===== src/vwsp_pkg.sv =====
// ----------------------------------------------------------------------------
// vwsp_pkg
// Shared types and constants for the variable width sample packer: the
// input and result beat structs and the job record passed between the
// front end and the byte emitter.
// ----------------------------------------------------------------------------
package vwsp_pkg;

  // widest sample the design packs, and the sample field width
  localparam int MAX_SAMPLE_WIDTH = 16;
  localparam int SAMPLE_BITS      = 16;
  localparam int EFF_MAX_WIDTH    = (MAX_SAMPLE_WIDTH < SAMPLE_BITS) ?
                                    MAX_SAMPLE_WIDTH : SAMPLE_BITS;

  // configuration register
  localparam int          CFG_WIDTH_BITS = 5;
  localparam logic [4:0]  WIDTH_RESET    = 5'd9;

  // bytes produced by one sample at most (two full plus a padded tail)
  localparam int JOB_BYTES    = 3;
  localparam int JOB_CNT_BITS = 2;

  // depth of the job queue between front end and emitter
  localparam int JOB_Q_DEPTH = 2;
  localparam int JOB_Q_PTR   = (JOB_Q_DEPTH > 1) ? $clog2(JOB_Q_DEPTH) : 1;
  localparam int JOB_Q_CNT   = $clog2(JOB_Q_DEPTH + 1);

  typedef struct packed {
    logic signed [SAMPLE_BITS-1:0] sample;
    logic                          end_of_block;
  } in_beat_t;

  typedef struct packed {
    logic [7:0] out_byte;
    logic       last_byte;
  } out_beat_t;

  // bytes[0] goes out first
  typedef struct packed {
    logic [JOB_BYTES-1:0][7:0]  bytes;
    logic [JOB_CNT_BITS-1:0]    nbytes;
    logic                       last;
  } job_t;

endpackage


===== src/vwsp_front.sv =====
// ----------------------------------------------------------------------------
// vwsp_front
// Front end: holds the width register and the carried bits, merges each
// accepted sample into the bit stream and hands the finished bytes to the
// job queue as one record.
// ----------------------------------------------------------------------------
module vwsp_front
  import vwsp_pkg::*;
(
  input  logic                      clk,
  input  logic                      rst_n,
  input  logic                      cfg_valid,
  input  logic [CFG_WIDTH_BITS-1:0] cfg_data,
  input  logic                      in_accept,
  input  in_beat_t                  in_data,
  output logic                      job_push,
  output job_t                      job
);

  logic [CFG_WIDTH_BITS-1:0] sample_width_r;
  logic [6:0]                pend_bits_r, pend_bits_nxt;
  logic [2:0]                pend_cnt_r, pend_cnt_nxt;

  logic [4:0]  weff;
  logic [15:0] bits_masked;
  logic [31:0] samp_shift;
  logic [15:0] pend_shift;
  logic [7:0]  pend_left;
  logic [23:0] stream;
  logic [4:0]  count;
  logic [1:0]  nfull;
  logic [2:0]  rem;
  logic        tail;
  logic [7:0]  open_byte;
  logic [15:0] open_shift;

  // effective width saturates at the widest supported sample
  always_comb begin
    if (sample_width_r > 5'(EFF_MAX_WIDTH)) begin
      weff = 5'(EFF_MAX_WIDTH);
    end else begin
      weff = sample_width_r;
    end
  end

  // left align carried bits and sample bits into one 24-bit window
  always_comb begin
    bits_masked = in_data.sample & 16'((17'h1 << weff) - 17'h1);
    samp_shift  = {16'h0, bits_masked} << (5'd16 - weff);
    pend_shift  = {9'h0, pend_bits_r} << (4'd8 - {1'b0, pend_cnt_r});
    pend_left   = pend_shift[7:0];
    stream      = {pend_left, 16'h0} | ({samp_shift[15:0], 8'h0} >> pend_cnt_r);
    count       = {2'b0, pend_cnt_r} + weff;
    nfull       = count[4:3];
    rem         = count[2:0];
    tail        = in_data.end_of_block && (rem != 3'd0);
  end

  // the partly filled byte after the full ones
  always_comb begin
    case (nfull)
      2'd0:    open_byte = stream[23:16];
      2'd1:    open_byte = stream[15:8];
      2'd2:    open_byte = stream[7:0];
      default: open_byte = 8'h00;
    endcase
    open_shift = {8'h0, open_byte} >> (4'd8 - {1'b0, rem});
  end

  // job record for the emitter
  always_comb begin
    job.bytes  = {stream[7:0], stream[15:8], stream[23:16]};
    job.nbytes = nfull + {1'b0, tail};
    job.last   = in_data.end_of_block;
    job_push   = in_accept && (job.nbytes != '0);
  end

  // carried state after this sample
  always_comb begin
    if (in_data.end_of_block) begin
      pend_bits_nxt = 7'h0;
      pend_cnt_nxt  = 3'd0;
    end else begin
      pend_bits_nxt = open_shift[6:0];
      pend_cnt_nxt  = rem;
    end
  end

  always_ff @(posedge clk) begin
    if (!rst_n) begin
      sample_width_r <= WIDTH_RESET;
      pend_bits_r    <= 7'h0;
      pend_cnt_r     <= 3'd0;
    end else begin
      if (cfg_valid) begin
        sample_width_r <= cfg_data;
      end
      if (in_accept) begin
        pend_bits_r <= pend_bits_nxt;
        pend_cnt_r  <= pend_cnt_nxt;
      end
    end
  end

endmodule


===== src/vwsp_job_fifo.sv =====
// ----------------------------------------------------------------------------
// vwsp_job_fifo
// Short register queue of job records between the front end and the byte
// emitter, so either side can stall on its own.
// ----------------------------------------------------------------------------
module vwsp_job_fifo
  import vwsp_pkg::*;
(
  input  logic clk,
  input  logic rst_n,
  input  logic push,
  input  job_t push_data,
  input  logic pop,
  output job_t head,
  output logic full,
  output logic empty
);

  job_t                   mem_r [JOB_Q_DEPTH];
  logic [JOB_Q_PTR-1:0]   wr_ptr_r, rd_ptr_r;
  logic [JOB_Q_CNT-1:0]   cnt_r, cnt_nxt;
  logic                   do_push, do_pop;

  assign full    = (cnt_r == JOB_Q_CNT'(JOB_Q_DEPTH));
  assign empty   = (cnt_r == '0);
  assign do_push = push && !full;
  assign do_pop  = pop && !empty;
  assign head    = mem_r[rd_ptr_r];

  always_comb begin
    cnt_nxt = cnt_r;
    if (do_push && !do_pop) begin
      cnt_nxt = cnt_r + 1'b1;
    end else if (do_pop && !do_push) begin
      cnt_nxt = cnt_r - 1'b1;
    end
  end

  // storage
  always_ff @(posedge clk) begin
    if (do_push) begin
      mem_r[wr_ptr_r] <= push_data;
    end
  end

  // pointers and fill count
  always_ff @(posedge clk) begin
    if (!rst_n) begin
      wr_ptr_r <= '0;
      rd_ptr_r <= '0;
      cnt_r    <= '0;
    end else begin
      cnt_r <= cnt_nxt;
      if (do_push) begin
        wr_ptr_r <= (wr_ptr_r == JOB_Q_PTR'(JOB_Q_DEPTH - 1)) ? '0 : wr_ptr_r + 1'b1;
      end
      if (do_pop) begin
        rd_ptr_r <= (rd_ptr_r == JOB_Q_PTR'(JOB_Q_DEPTH - 1)) ? '0 : rd_ptr_r + 1'b1;
      end
    end
  end

endmodule


===== src/vwsp_emit.sv =====
// ----------------------------------------------------------------------------
// vwsp_emit
// Byte emitter: walks the bytes of the queue head job one per cycle, when
// the output register is free or drained, and marks a block's final byte.
// ----------------------------------------------------------------------------
module vwsp_emit
  import vwsp_pkg::*;
(
  input  logic      clk,
  input  logic      rst_n,
  input  logic      q_empty,
  input  job_t      q_head,
  output logic      q_pop,
  output logic      out_empty,
  input  logic      out_pop,
  output out_beat_t out_data
);

  logic [JOB_CNT_BITS-1:0] idx_r, idx_nxt;
  logic                    out_valid_r, out_valid_nxt;
  out_beat_t               out_r;
  logic                    load, job_done;
  logic [7:0]              cur_byte;

  // pick the current byte of the head job
  always_comb begin
    case (idx_r)
      2'd0:    cur_byte = q_head.bytes[0];
      2'd1:    cur_byte = q_head.bytes[1];
      2'd2:    cur_byte = q_head.bytes[2];
      default: cur_byte = 8'h00;
    endcase
  end

  // load the output register when it is free or being drained
  always_comb begin
    load          = !q_empty && (!out_valid_r || out_pop);
    job_done      = (idx_r == q_head.nbytes - 1'b1);
    q_pop         = load && job_done;
    idx_nxt       = idx_r;
    out_valid_nxt = out_valid_r;
    if (load) begin
      idx_nxt       = job_done ? '0 : idx_r + 1'b1;
      out_valid_nxt = 1'b1;
    end else if (out_pop) begin
      out_valid_nxt = 1'b0;
    end
  end

  // output payload
  always_ff @(posedge clk) begin
    if (load) begin
      out_r.out_byte  <= cur_byte;
      out_r.last_byte <= q_head.last && job_done;
    end
  end

  // control
  always_ff @(posedge clk) begin
    if (!rst_n) begin
      idx_r       <= '0;
      out_valid_r <= 1'b0;
    end else begin
      idx_r       <= idx_nxt;
      out_valid_r <= out_valid_nxt;
    end
  end

  assign out_empty = !out_valid_r;
  assign out_data  = out_r;

endmodule


===== src/variable_width_sample_packer.sv =====
// ----------------------------------------------------------------------------
// variable_width_sample_packer
// MSB-first packer of variable width IQ samples into a byte stream.
// ----------------------------------------------------------------------------
// Each accepted sample contributes its low sample_width bits (saturated at
// 16) to a continuous bit stream, earlier bits first; every completed byte
// comes out on the result queue, and up to seven leftover bits wait for the
// next sample. A sample flagged end_of_block flushes the tail byte padded
// with zeros and marks the final byte with last_byte. A sample is taken
// while the two-entry job queue has room; bytes leave one per cycle from
// the emitter's output register while the consumer pops, so the sustained
// rate is one sample per cycle when each sample yields at most one byte,
// and is bounded by the byte rate otherwise. Write sample_width only while
// the block is idle.
// ----------------------------------------------------------------------------
module variable_width_sample_packer
  import vwsp_pkg::*;
(
  input  logic                      clk,
  input  logic                      rst_n,
  input  logic                      cfg_valid,
  output logic                      cfg_ready,
  input  logic [CFG_WIDTH_BITS-1:0] cfg_data,
  input  logic                      in_push,
  output logic                      in_full,
  input  in_beat_t                  in_data,
  output logic                      out_empty,
  input  logic                      out_pop,
  output out_beat_t                 out_data
);

  logic in_accept;
  logic job_push;
  job_t job;
  job_t q_head;
  logic q_pop, q_full, q_empty;

  assign cfg_ready = 1'b1;
  assign in_full   = q_full;
  assign in_accept = in_push && !q_full;

  // sample intake and bit merging
  vwsp_front u_front (
    .clk       (clk),
    .rst_n     (rst_n),
    .cfg_valid (cfg_valid),
    .cfg_data  (cfg_data),
    .in_accept (in_accept),
    .in_data   (in_data),
    .job_push  (job_push),
    .job       (job)
  );

  // decoupling queue
  vwsp_job_fifo u_fifo (
    .clk       (clk),
    .rst_n     (rst_n),
    .push      (job_push),
    .push_data (job),
    .pop       (q_pop),
    .head      (q_head),
    .full      (q_full),
    .empty     (q_empty)
  );

  // byte output
  vwsp_emit u_emit (
    .clk       (clk),
    .rst_n     (rst_n),
    .q_empty   (q_empty),
    .q_head    (q_head),
    .q_pop     (q_pop),
    .out_empty (out_empty),
    .out_pop   (out_pop),
    .out_data  (out_data)
  );

endmodule

===== config.mk =====
export PLATFORM = sky130hd
export DESIGN_NAME = variable_width_sample_packer
export DESIGN_NICKNAME = d
export VERILOG_FILES = /design/src/vwsp_pkg.sv /design/src/vwsp_front.sv /design/src/vwsp_job_fifo.sv /design/src/vwsp_emit.sv /design/src/variable_width_sample_packer.sv
export SDC_FILE = /design/constraint.sdc
export NUM_CORES = 1
export LEC_CHECK = 0
export BUFFER_PORTS_ARGS = -buffer_cell sky130_fd_sc_hd__clkbuf_2
export CORE_UTILIZATION = 45
export CTS_CLUSTER_DIAMETER = 50
export CTS_CLUSTER_SIZE = 30
export DETAILED_ROUTE_END_ITERATION = 10
export GPL_TIMING_DRIVEN = 0
export HOLD_SLACK_MARGIN = 0.03
export PLACE_DENSITY = 0.66
export SLEW_MARGIN = 20
export SYNTH_ARGS = -nofsm -noshare
export SYNTH_HDL_FRONTEND = slang
export SYNTH_HIERARCHICAL = 1
export SYNTH_SLANG_ARGS = --single-unit

===== constraint.sdc =====
create_clock -name clk -period 10.8 [get_ports clk]
set_input_delay 1.08 -clock clk [delete_from_list [all_inputs] [get_ports clk]]
set_output_delay 1.08 -clock clk [all_outputs]
set_load 0.05 [all_outputs]

Word-level counts from Yosys, hierarchy flattened:

Memory sizes are Yosys's and may differ from the RTL's. A register that Yosys moved wholly into a read port is not among the register bits.
Cells that the tools add are included.

* flip-flop bits (word level): 31
* input port bits: 27
* memory bits (writable): 54
* memories: 1
* output and inout bits: 12

Memories
* u_fifo.mem_r: words 2, width 27, rd ports 1, clocked after Yosys merged registers in 1, wr ports 1, RTL line vwsp_job_fifo.sv:19 `job_t mem_r [JOB_Q_DEPTH];`

* reductions and logical operators: 23
* bitwise logic cells: 2
* multiplexer cells: 16
* eq/ne operators: 6
* shifts and indexed selects: 5
* magnitude comparators: 1
* add/sub/neg operators: 12

Operators by type and width (count)
* case mux 8 bit (3 select lines): 2
* bitwise OR 24 bit: 1
* >> shifter 24 x 3 -> 24 bit: 1
* bitwise AND 16 bit: 1
* << shifter 1 x 5 -> 16 bit (first input constant): 1
* << shifter 16 x 5 -> 16 bit: 1
* subtractor 16 x 1 -> 16 bit (second input constant): 1
* logical AND 1 bit: 10
* two-way mux 1 bit: 8
* << shifter 7 x 4 -> 8 bit: 1
* >> shifter 8 x 4 -> 7 bit: 1
* subtractor 4 x 3 -> 4 bit (first input constant): 2
* two-way mux 7 bit: 1
* equality test 2 bit (second input constant): 3
* logical NOT 2 bit: 3
* two-way mux 2 bit: 3
* nonzero test 2 bit: 3
* adder 3 x 5 -> 5 bit: 1
* greater-than comparator 5 bit (second input constant): 1
* logical NOT 1 bit: 5
* two-way mux 5 bit: 1
* subtractor 5 bit (first input constant): 1
* adder 2 x 1 -> 2 bit (second input constant): 2
* equality test 2 x 1 -> 1 bit (second input constant): 2
* other kinds (7): 9

Depth between registers and ports, before layout:

Gate-level depths: netlist (run 1).

* depth in word-level cells: 13
* mapped depth: 22
* gate-level depth less buffers: 19

Hierarchy:

Netlist (run 1), hierarchy kept.

Modules (own cells, without submodules)
* vwsp_front: sequential area each 300.3 µm², times used 1, cells each 659, area each 4250.3 µm²
* vwsp_job_fifo: sequential area each 1721.7 µm², times used 1, cells each 109, area each 2179.6 µm²
* vwsp_emit: sequential area each 330.3 µm², times used 1, cells each 56, area each 623.1 µm²
* variable_width_sample_packer: sequential area each 0.0 µm², times used 1, cells each 3, area each 25.0 µm²

Worst setup path before layout (run 1):

No wires, ideal clock.

* path type: reg2reg
* from: reg u_front.sample_width_r[4]
* to: reg u_front.pend_bits_r[0]
* arrival time: 5.085 ns
* path slack: 5.595 ns
* period minus slack after synthesis: 5.205 ns
* required time: 10.680 ns
* path buffers: 5
* stages on the path, launching flop included: 23
* library setup time: 0.120 ns
* cell sequence: dfxtp_1 nand2b_1 clkbuf_1 clkbuf_1 buf_1 ha_1 ha_1 or3b_1 buf_2 ha_1 and2_4 buf_6 a32oi_2 nor2_1 or3_4 a22o_1 a211o_1 a2bb2oi_1 a22o_1 a21o_1 mux2_2 o2111a_1 a211o_1

RTL lines
* start, declared: RTL line vwsp_front.sv:20 `logic [CFG_WIDTH_BITS-1:0] sample_width_r;`
* start signal, assigned: RTL line vwsp_front.sv:96 `sample_width_r <= cfg_data;`
* end signal, assigned: RTL line vwsp_front.sv:99 `pend_bits_r <= pend_bits_nxt;`
* end, declared: RTL line vwsp_front.sv:21 `logic [6:0] pend_bits_r, pend_bits_nxt;`

Final worst setup path (run 1):

* from: reg u_front.sample_width_r[4]
* to: reg u_front.pend_bits_r[0]

* longest elaborated chain between the ends: 11
* elaborated cells between the ends (all ways): 17

RTL lines
* greater-than comparator 5 bit: RTL line vwsp_front.sv:39 `if (sample_width_r > 5'(EFF_MAX_WIDTH)) begin`
* two-way mux 5 bit *: RTL line vwsp_front.sv:39
* << shifter 1 x 5 -> 16 bit: RTL line vwsp_front.sv:48 `bits_masked = in_data.sample & 16'((17'h1 << weff) - 17'h1);`
* subtractor 16 x 1 -> 16 bit: RTL line vwsp_front.sv:48
* bitwise AND 16 bit: RTL line vwsp_front.sv:48
* << shifter 16 x 5 -> 16 bit: RTL line vwsp_front.sv:49 `samp_shift = {16'h0, bits_masked} << (5'd16 - weff);`
* >> shifter 24 x 3 -> 24 bit: RTL line vwsp_front.sv:52 `stream = {pend_left, 16'h0} | ({samp_shift[15:0], 8'h0} >> pend_cnt_r);`
* bitwise OR 24 bit: RTL line vwsp_front.sv:52
* case mux 8 bit (3 select lines): RTL line vwsp_front.sv:61 `case (nfull)`
* >> shifter 8 x 4 -> 7 bit *: RTL line vwsp_front.sv:67 `open_shift = {8'h0, open_byte} >> (4'd8 - {1'b0, rem});`
* two-way mux 7 bit *: RTL line vwsp_front.sv:80 `if (in_data.end_of_block) begin`

Mark *: on every way between the ends. The rest lies on a longest branch, timed or not.
A chain may end at the register's enable or synchronous reset.

==> results of run 1 <==
[cell usage in the layout (no fill, tap or decap), types with 19 or more instances in the layout]
master,instances
o21ai_0,21
ha_1,19
nand3_1,31
dfxtp_1,23
inv_1,21
clkbuf_2,36
clkbuf_1,41
mux2_2,33
a21oi_1,32
nor2_1,101
nor3_1,21
edfxtp_1,63
nand2_1,76
[worst reg2reg max path, delay by kind of cell (launching register included)]
family / cells / cell delay, ns
multiplexers: 1 / 0.21
flip-flops: 1 / 0.37
adder cells (fa/ha/maj): 3 / 1.08
buffers and inverters: 5 / 1.55
AND/OR/NAND/NOR: 3 / 0.74
AO/OA/AOI/OAI: 10 / 2.77
[through the flow]
| stage | area (um2) | power, mW | setup slack, ns | std cells |
|---|---|---|---|---|
| 5_1_grt | 7860 | 1.59 | 3.83 | 1091 |
| 2_1_floorplan | 7080 | 0.995 | 5.60 | 827 |
| 3_3_place_gp | 7520 | 1.17 | 4.34 | 1074 |
| 6_report | 7860 | 1.51 | 4.04 | 1091 |
| 3_5_place_dp | 7540 | 1.18 | 4.37 | 1075 |
| 4_1_cts | 7860 | 1.51 | 4.35 | 1091 |
[path summary, 6_finish.rpt]
kind | depth (start not counted) | startpoint | end | slack, ns
worst max-delay path | 22 | u_front/sample_width_r[4] | u_front/pend_bits_r[0] | 4.04
worst min-delay path | 2 | u_fifo/cnt_r[1] | u_fifo/cnt_r[1] | 0.53
worst max register to register | 22 | u_front/sample_width_r[4] | u_front/pend_bits_r[0] | 4.04
worst min register to register | 2 | u_fifo/cnt_r[1] | u_fifo/cnt_r[1] | 0.53
[kinds of logic after synthesis]
group                      synth area share
muxes                                0.0780
buffers and inverters                0.0504
adders and majority gates            0.0364
and+or+nand+nor                       0.231
other                               0.00106
DFF                                   0.332
AOI/OAI and AO/OA                     0.257
xor gates and xnor gates             0.0136
[Yosys cell counts (6+ instances only)]
master / n
nand2b_1: 7
o211ai_1: 18
o21a_1: 9
a211o_1: 6
dfxtp_1: 23
o21ai_0: 21
buf_4: 6
a22oi_1: 11
inv_1: 21
clkbuf_1: 40
mux2_2: 33
edfxtp_1: 63
ha_1: 19
nor2_1: 101
a21oi_1: 32
or2_2: 6
o21bai_1: 7
o2bb2ai_1: 9
nand3_1: 31
and3_1: 16
and2_1: 12
mux2i_1: 18
o31ai_1: 10
a21o_1: 7
a31oi_1: 16
nand2_1: 76
nand4_1: 12
nor3_1: 21
a211oi_1: 15
xnor2_1: 7
nor2b_1: 18
a222oi_1: 8
[registers in the layout, summed over array words and instances (netlist names), named ones only]
signal / cells
u_fifo/mem_r: 54
u_emit/out_data: 9
u_front/pend_bits_r: 7
u_front/sample_width_r: 5
u_front/pend_cnt_r: 3
u_emit/idx_r: 2
u_fifo/cnt_r: 2
u_emit/out_valid_r: 1
u_fifo/rd_ptr_r: 1
u_fifo/wr_ptr_r: 1
[area by class of cell]
class | count | area, um2 | area share
sequential | 86 | 2350 | 0.299
timing repair buffer | 37 | 191 | 0.0244
inverter | 28 | 105 | 0.0134
multi-input combinational | 657 | 4380 | 0.557
tap | 211 | 264 | 0.0336
clock buffer | 10 | 229 | 0.0291
clock inverter | 6 | 85.1 | 0.0108
buffer | 56 | 251 | 0.0320
[power breakdown]
part	internal [mW]	total (mW)	switching, mW
clock network	0.202	0.327	0.125
registers	0.463	0.492	0.0284
logic	0.226	0.696	0.469
[layer usage]
metal	share of wire	track usage	wire length, um
met1	0.45	0.403	9730
met2	0.42	0.391	9120
met3	0.11	0.0666	2440
met4	0.022	0.0651	490
met5	0	0	0
==> results.toml, run 1 <==
[worst_setup_path]
cp_num_buf_inv = 5
cp_top_family = "compound AO/OA/AOI/OAI gates"
required_ns = 11.08
critical_path.max_fanout = 11
cp.arrival_ns = 7.04
endpoint_kind = "flip-flop"
crit_chain = "nand2b_1 -> clkbuf_1 -> clkbuf_1 -> buf_1 -> ha_1 -> ha_1 -> or3b_1 -> buf_2 -> ha_1 -> inv_1 -> a32oi_1 -> a22oi_1 -> nor2b_1 -> a21oi_1 -> o31ai_1 -> o21ai_0 -> o31ai_1 -> a211oi_1 -> a211oi_1 -> mux2i_1 -> o21ai_0 -> a211o_1"
max_stage_delay_ns = 0.59
path_common_cell = "ha_1"
cp-start-kind = "flip-flop"
cpMaxStageDelayCell = "a211oi_1"
crit_type = "flip-flop to flip-flop"

[global_route]
antenna_found_initial = 0
grt_overflow = 0
gr-usage-all-layers = 0.271
grt_max_degree = 28
grt_pass1_wl_mm = 34.1
grt_pass1_vias = 6160

[sta]
drv_slew = 0
setup_viol = 0
max_clock_freq_mhz = 148
hold_violations = 0
period_share = 0.626
period_minus_slack_ns = 6.76
rsz0062_at_grt = "no"
holdWs_ns = 0.527
slew_headroom = 0.310
tightest_slew_ns = 1.03
fin_worst_skew_ns = 0.0121
final.setup.tns_ns = 0

[synth]
synth_top_cells_by_area = "edfxtp_1, dfxtp_1, nor2_1"
synth_edf_count = 63
synth.cell_area_um2 = 7080
synthFlopType = "edfxtp_1"
synthCells = 827
yosysTopAreaCellShare = 0.267
yosys_warnings = 6
synth_cell_types = 92
ys_async_sr_fraction = 0
ys_ff_latch = 86
yosysTopAreaCell = "edfxtp_1"
avgSynthCellArea_um2 = 8.56
syn_nets = 874
synth-seq-area-share = 0.332

[route]
drt-initial-drc-count = 749
routed_wl_mm = 21.8
vias_per_cell = 6.36
drc = 0
first_pass_iters = 5
wire_per_inst_um = 20.0
antenna_left = 0
vias = 6936

[final_layout]
fill_cells = 1482
syn_to_final_growth_pct = 11.0
drive_gt1_frac = 0.135
final_nets = 922
fin_util = 0.515
num_antenna_cells = 0

[floorplan]
fp.dieArea_um2 = 16200
start_util = 0.464
core_area_um2 = 15300
die_x_um = 127
fp-row-count = 45
ioPinCount = 39
die_y_um = 127

[flow_run]
max_cap_viol_count = 0

[cts]
postCtsHoldBufs = 0
cts_made_buffers = 9
clk_latency_ns = 0.34
root_buffer = "clkbuf_16"
cts_tree = "yes"
cts_buffer_depth = 2
clock_sinks = 86
cts_setup_buffers = 0
cts.clk_slew.worst_paths_ns = 0.06
post_cts_resized = 0
htree_levels = 3

[place]
post-dp-hpwl_mm = 16.6
gp_congestion = 0.988
portBuffers = 36

[outcome]
status = "completed"

[worst_hold_path]
hp-class = "flip-flop to flip-flop"

[power]
power.density_nw_per_um2 = 193
peakVddDrop_uv = 132
p_leak_nw = 2.97
Power figures use the tool's default switching activity.
==> run 2: changes to the inputs <==
Settings changed: ABC_AREA from default to 1, PLACE_DENSITY 0.66 to 0.68.
Clock period 10.8 ns to 5.8 ns, I/O delays scaled along.
==> results.toml, run 2 <==
[synth]
synthCells = 876
synth_top_family_by_area = "simple AND/OR/NAND/NOR gates"
synth_edf_count = 63
synth.cell_area_um2 = 6580
yosys_warnings = 6
synthMuxAreaShare = 0.0622
yosysTopAreaCell = "edfxtp_1"
synth_compound_area_frac = 0.0582
synth-seq-area-share = 0.358
synth_top_cells_by_area = "edfxtp_1, nand3_1, nand2_1"
synth_fa_ha_area_frac = 0.0392
synthFlopType = "edfxtp_1"
synth_cell_types = 48
yosysTopAreaCellShare = 0.288
post_synth_xor_area_fraction = 0.00533
synth_most_common_cell = "nand2_1"
ys_async_sr_fraction = 0
syn_nets = 923
ys_ff_latch = 86
yosys.area_share.simple = 0.388
avgSynthCellArea_um2 = 7.51
synth_commonest_cells = "nand2_1, nand3_1, inv_1"

[route]
topRoutingLayerUsed = "met4"
first_pass_iters = 5
antenna_left = 0
routed_wl_mm = 15.9
wl_met1_mm = 7.30
wl_met3_um = 799
vias = 6000
vias_per_cell = 5.40
wire_per_inst_um = 14.3
drt-initial-drc-count = 468
met2_length_mm = 7.59
drc = 0

[power]
clkPwrFrac = 0.188
power.switching_mw = 1.22
p_int_mw = 1.69
power.density_nw_per_um2 = 397
p_leak_nw = 3.41
combPwrFrac = 0.491
power_switching_share = 0.420
p_seq_frac = 0.320
peakVddDrop_uv = 154

[cts]
cts_setup_buffers = 0
clock_sinks = 86
cts_made_buffers = 9
clk_latency_ns = 0.34
cts_buffer_depth = 2
cts_tree = "yes"
root_buffer = "clkbuf_16"
postCtsHoldBufs = 0
htree_levels = 3
cts.clk_slew.worst_paths_ns = 0.06
post_cts_resized = 0

[place]
portBuffers = 37
gp_congestion = 0.915
post-dp-hpwl_mm = 12.8

[worst_setup_path]
reg2reg_depth = 29
timing.reg2reg.setup_slack_ns = 1.46
critical_path.max_fanout = 11
path_common_cell = "nand2_1"
max_stage_delay_ns = 0.49
cpMaxStageDelayCell = "dfxtp_1"
cp-start-kind = "flip-flop"
r2r-end = "u_front/pend_bits_r[0]"
cp.arrival_ns = 4.62
required_ns = 6.07
crit_type = "flip-flop to flip-flop"
endpoint_kind = "flip-flop"
timing.rr.start = "u_front/sample_width_r[3]"

[sta]
hold_violations = 0
drv_slew = 0
period_minus_slack_ns = 4.34
tightest_slew_ns = 0.613
fin_worst_skew_ns = 0.00824
period_share = 0.748
max_clock_freq_mhz = 230
setup_viol = 0
holdWs_ns = 0.449
final.setup.tns_ns = 0
slew_headroom = 0.588
rsz0062_at_grt = "no"

[floorplan]
ioPinCount = 39
die_x_um = 123
fp.dieArea_um2 = 15100
start_util = 0.467
fp-row-count = 43
die_y_um = 123
core_area_um2 = 14100

[final_layout]
largest_reg_flops = 54
largest-register = "u_fifo/mem_r"
num_antenna_cells = 0
syn_to_final_growth_pct = 11.4
drive_gt1_frac = 0.163
final_cell_mix = "nand2_1, nand3_1, inv_1"
final_nets = 973
mostFrequentLayoutCell = "nand2_1"

[global_route]
grt_max_degree = 27
grt_pass1_wl_mm = 27.0
grt_pass1_vias = 5623
gr-usage-all-layers = 0.228
antenna_found_initial = 0
grt_overflow = 0

[worst_hold_path]
hold_start = "cfg_data[0]"
whs_path_depth = 3
hp-class = "primary input to flip-flop"
holdPathEnd = "u_front/sample_width_r[0]"

[flow_run]
max_cap_viol_count = 0

[outcome]
status = "completed"
run 2: changes by cell type in the layout (fill, tap and decap cells not counted), sizes merged, moves of 19 or more:
cell | before | now
nand2 | 76 | 242
nand3 | 31 | 191
inv | 24 | 94
nor2 | 101 | 63
clkbuf | 86 | 60
nor2b | 19 | 0
run 2: worst max-delay path by stage:
stage | slack (ns) | start | endpoint | cells past startpoint
after CTS | 1.45 | u_front/sample_width_r[3] | u_front/pend_bits_r[0] | 29
after global routing | 0.96 | u_front/sample_width_r[3] | u_front/pend_bits_r[0] | 34
after detailed placement | 1.48 | u_front/sample_width_r[3] | u_front/pend_bits_r[0] | 29
final | 1.46 | u_front/sample_width_r[3] | u_front/pend_bits_r[0] | 29
after floorplan | 1.51 | u_front/sample_width_r[3] | u_fifo/mem_r[1][0] | 18
after global placement | 0.48 | u_front/sample_width_r[3] | u_fifo/mem_r[0][14] | 18
run 2: area by class of cell:
cell class | instances | area (um2)
clock buffer | 11 | 233
tap | 180 | 225
fill | 1367 | 6770
sequential | 86 | 2350
clock inverter | 5 | 50.0
buffer | 35 | 216
timing repair buffer | 39 | 225
multi-input combinational | 660 | 3660
inverter | 95 | 362
run 2: kinds of logic (layout without fill, tap and decap cells):
logic type | count (synthesis) | after routing
buffers and inverters | 130 | 185
other | 2 | 2
XOR/XNOR | 4 | 4
multiplexers | 30 | 30
AO/OA/AOI/OAI | 66 | 66
adder cells (fa/ha/maj) | 20 | 20
flip-flops | 86 | 86
AND/OR/NAND/NOR | 538 | 538
run 2: worst max-delay path: cells and delay by family (launching register included):
| family | cells | cell delay, ns |
|---|---|---|
| buffers and inverters | 5 | 0.60 |
| and+or+nand+nor | 18 | 2.08 |
| DFF | 1 | 0.49 |
| AOI/OAI and AO/OA | 3 | 0.31 |
| adders and majority gates | 3 | 0.76 |
run 2: per-stage QoR:
stage	util	setup WS (ns)	total power [mW]	cells	instance area, um2
after floorplan	-	1.51	2.03	876	6580
after global placement	0.496	0.478	2.33	1093	6990
after detailed placement	0.500	1.48	2.37	1095	7040
after CTS	0.520	1.45	2.92	1111	7330
after global routing	0.520	0.958	3.14	1111	7330
final	0.520	1.46	2.91	1111	7330
run 2: metal layers:
metal,vias up,track usage
li1,3061,-
met3,18,0.0268
met2,161,0.395
met5,-,0
met4,0,0.0587
met1,2760,0.302
run 2: power groups by stage:
stage / clock [mW] / sequential [mW] / combinational (mW)
floorplan: 0 / 1.05 / 0.982
global placement: 0 / 0.944 / 1.38
detailed placement: 0 / 0.946 / 1.43
CTS: 0.557 / 0.933 / 1.43
global route: 0.588 / 0.948 / 1.60
finish: 0.547 / 0.931 / 1.43
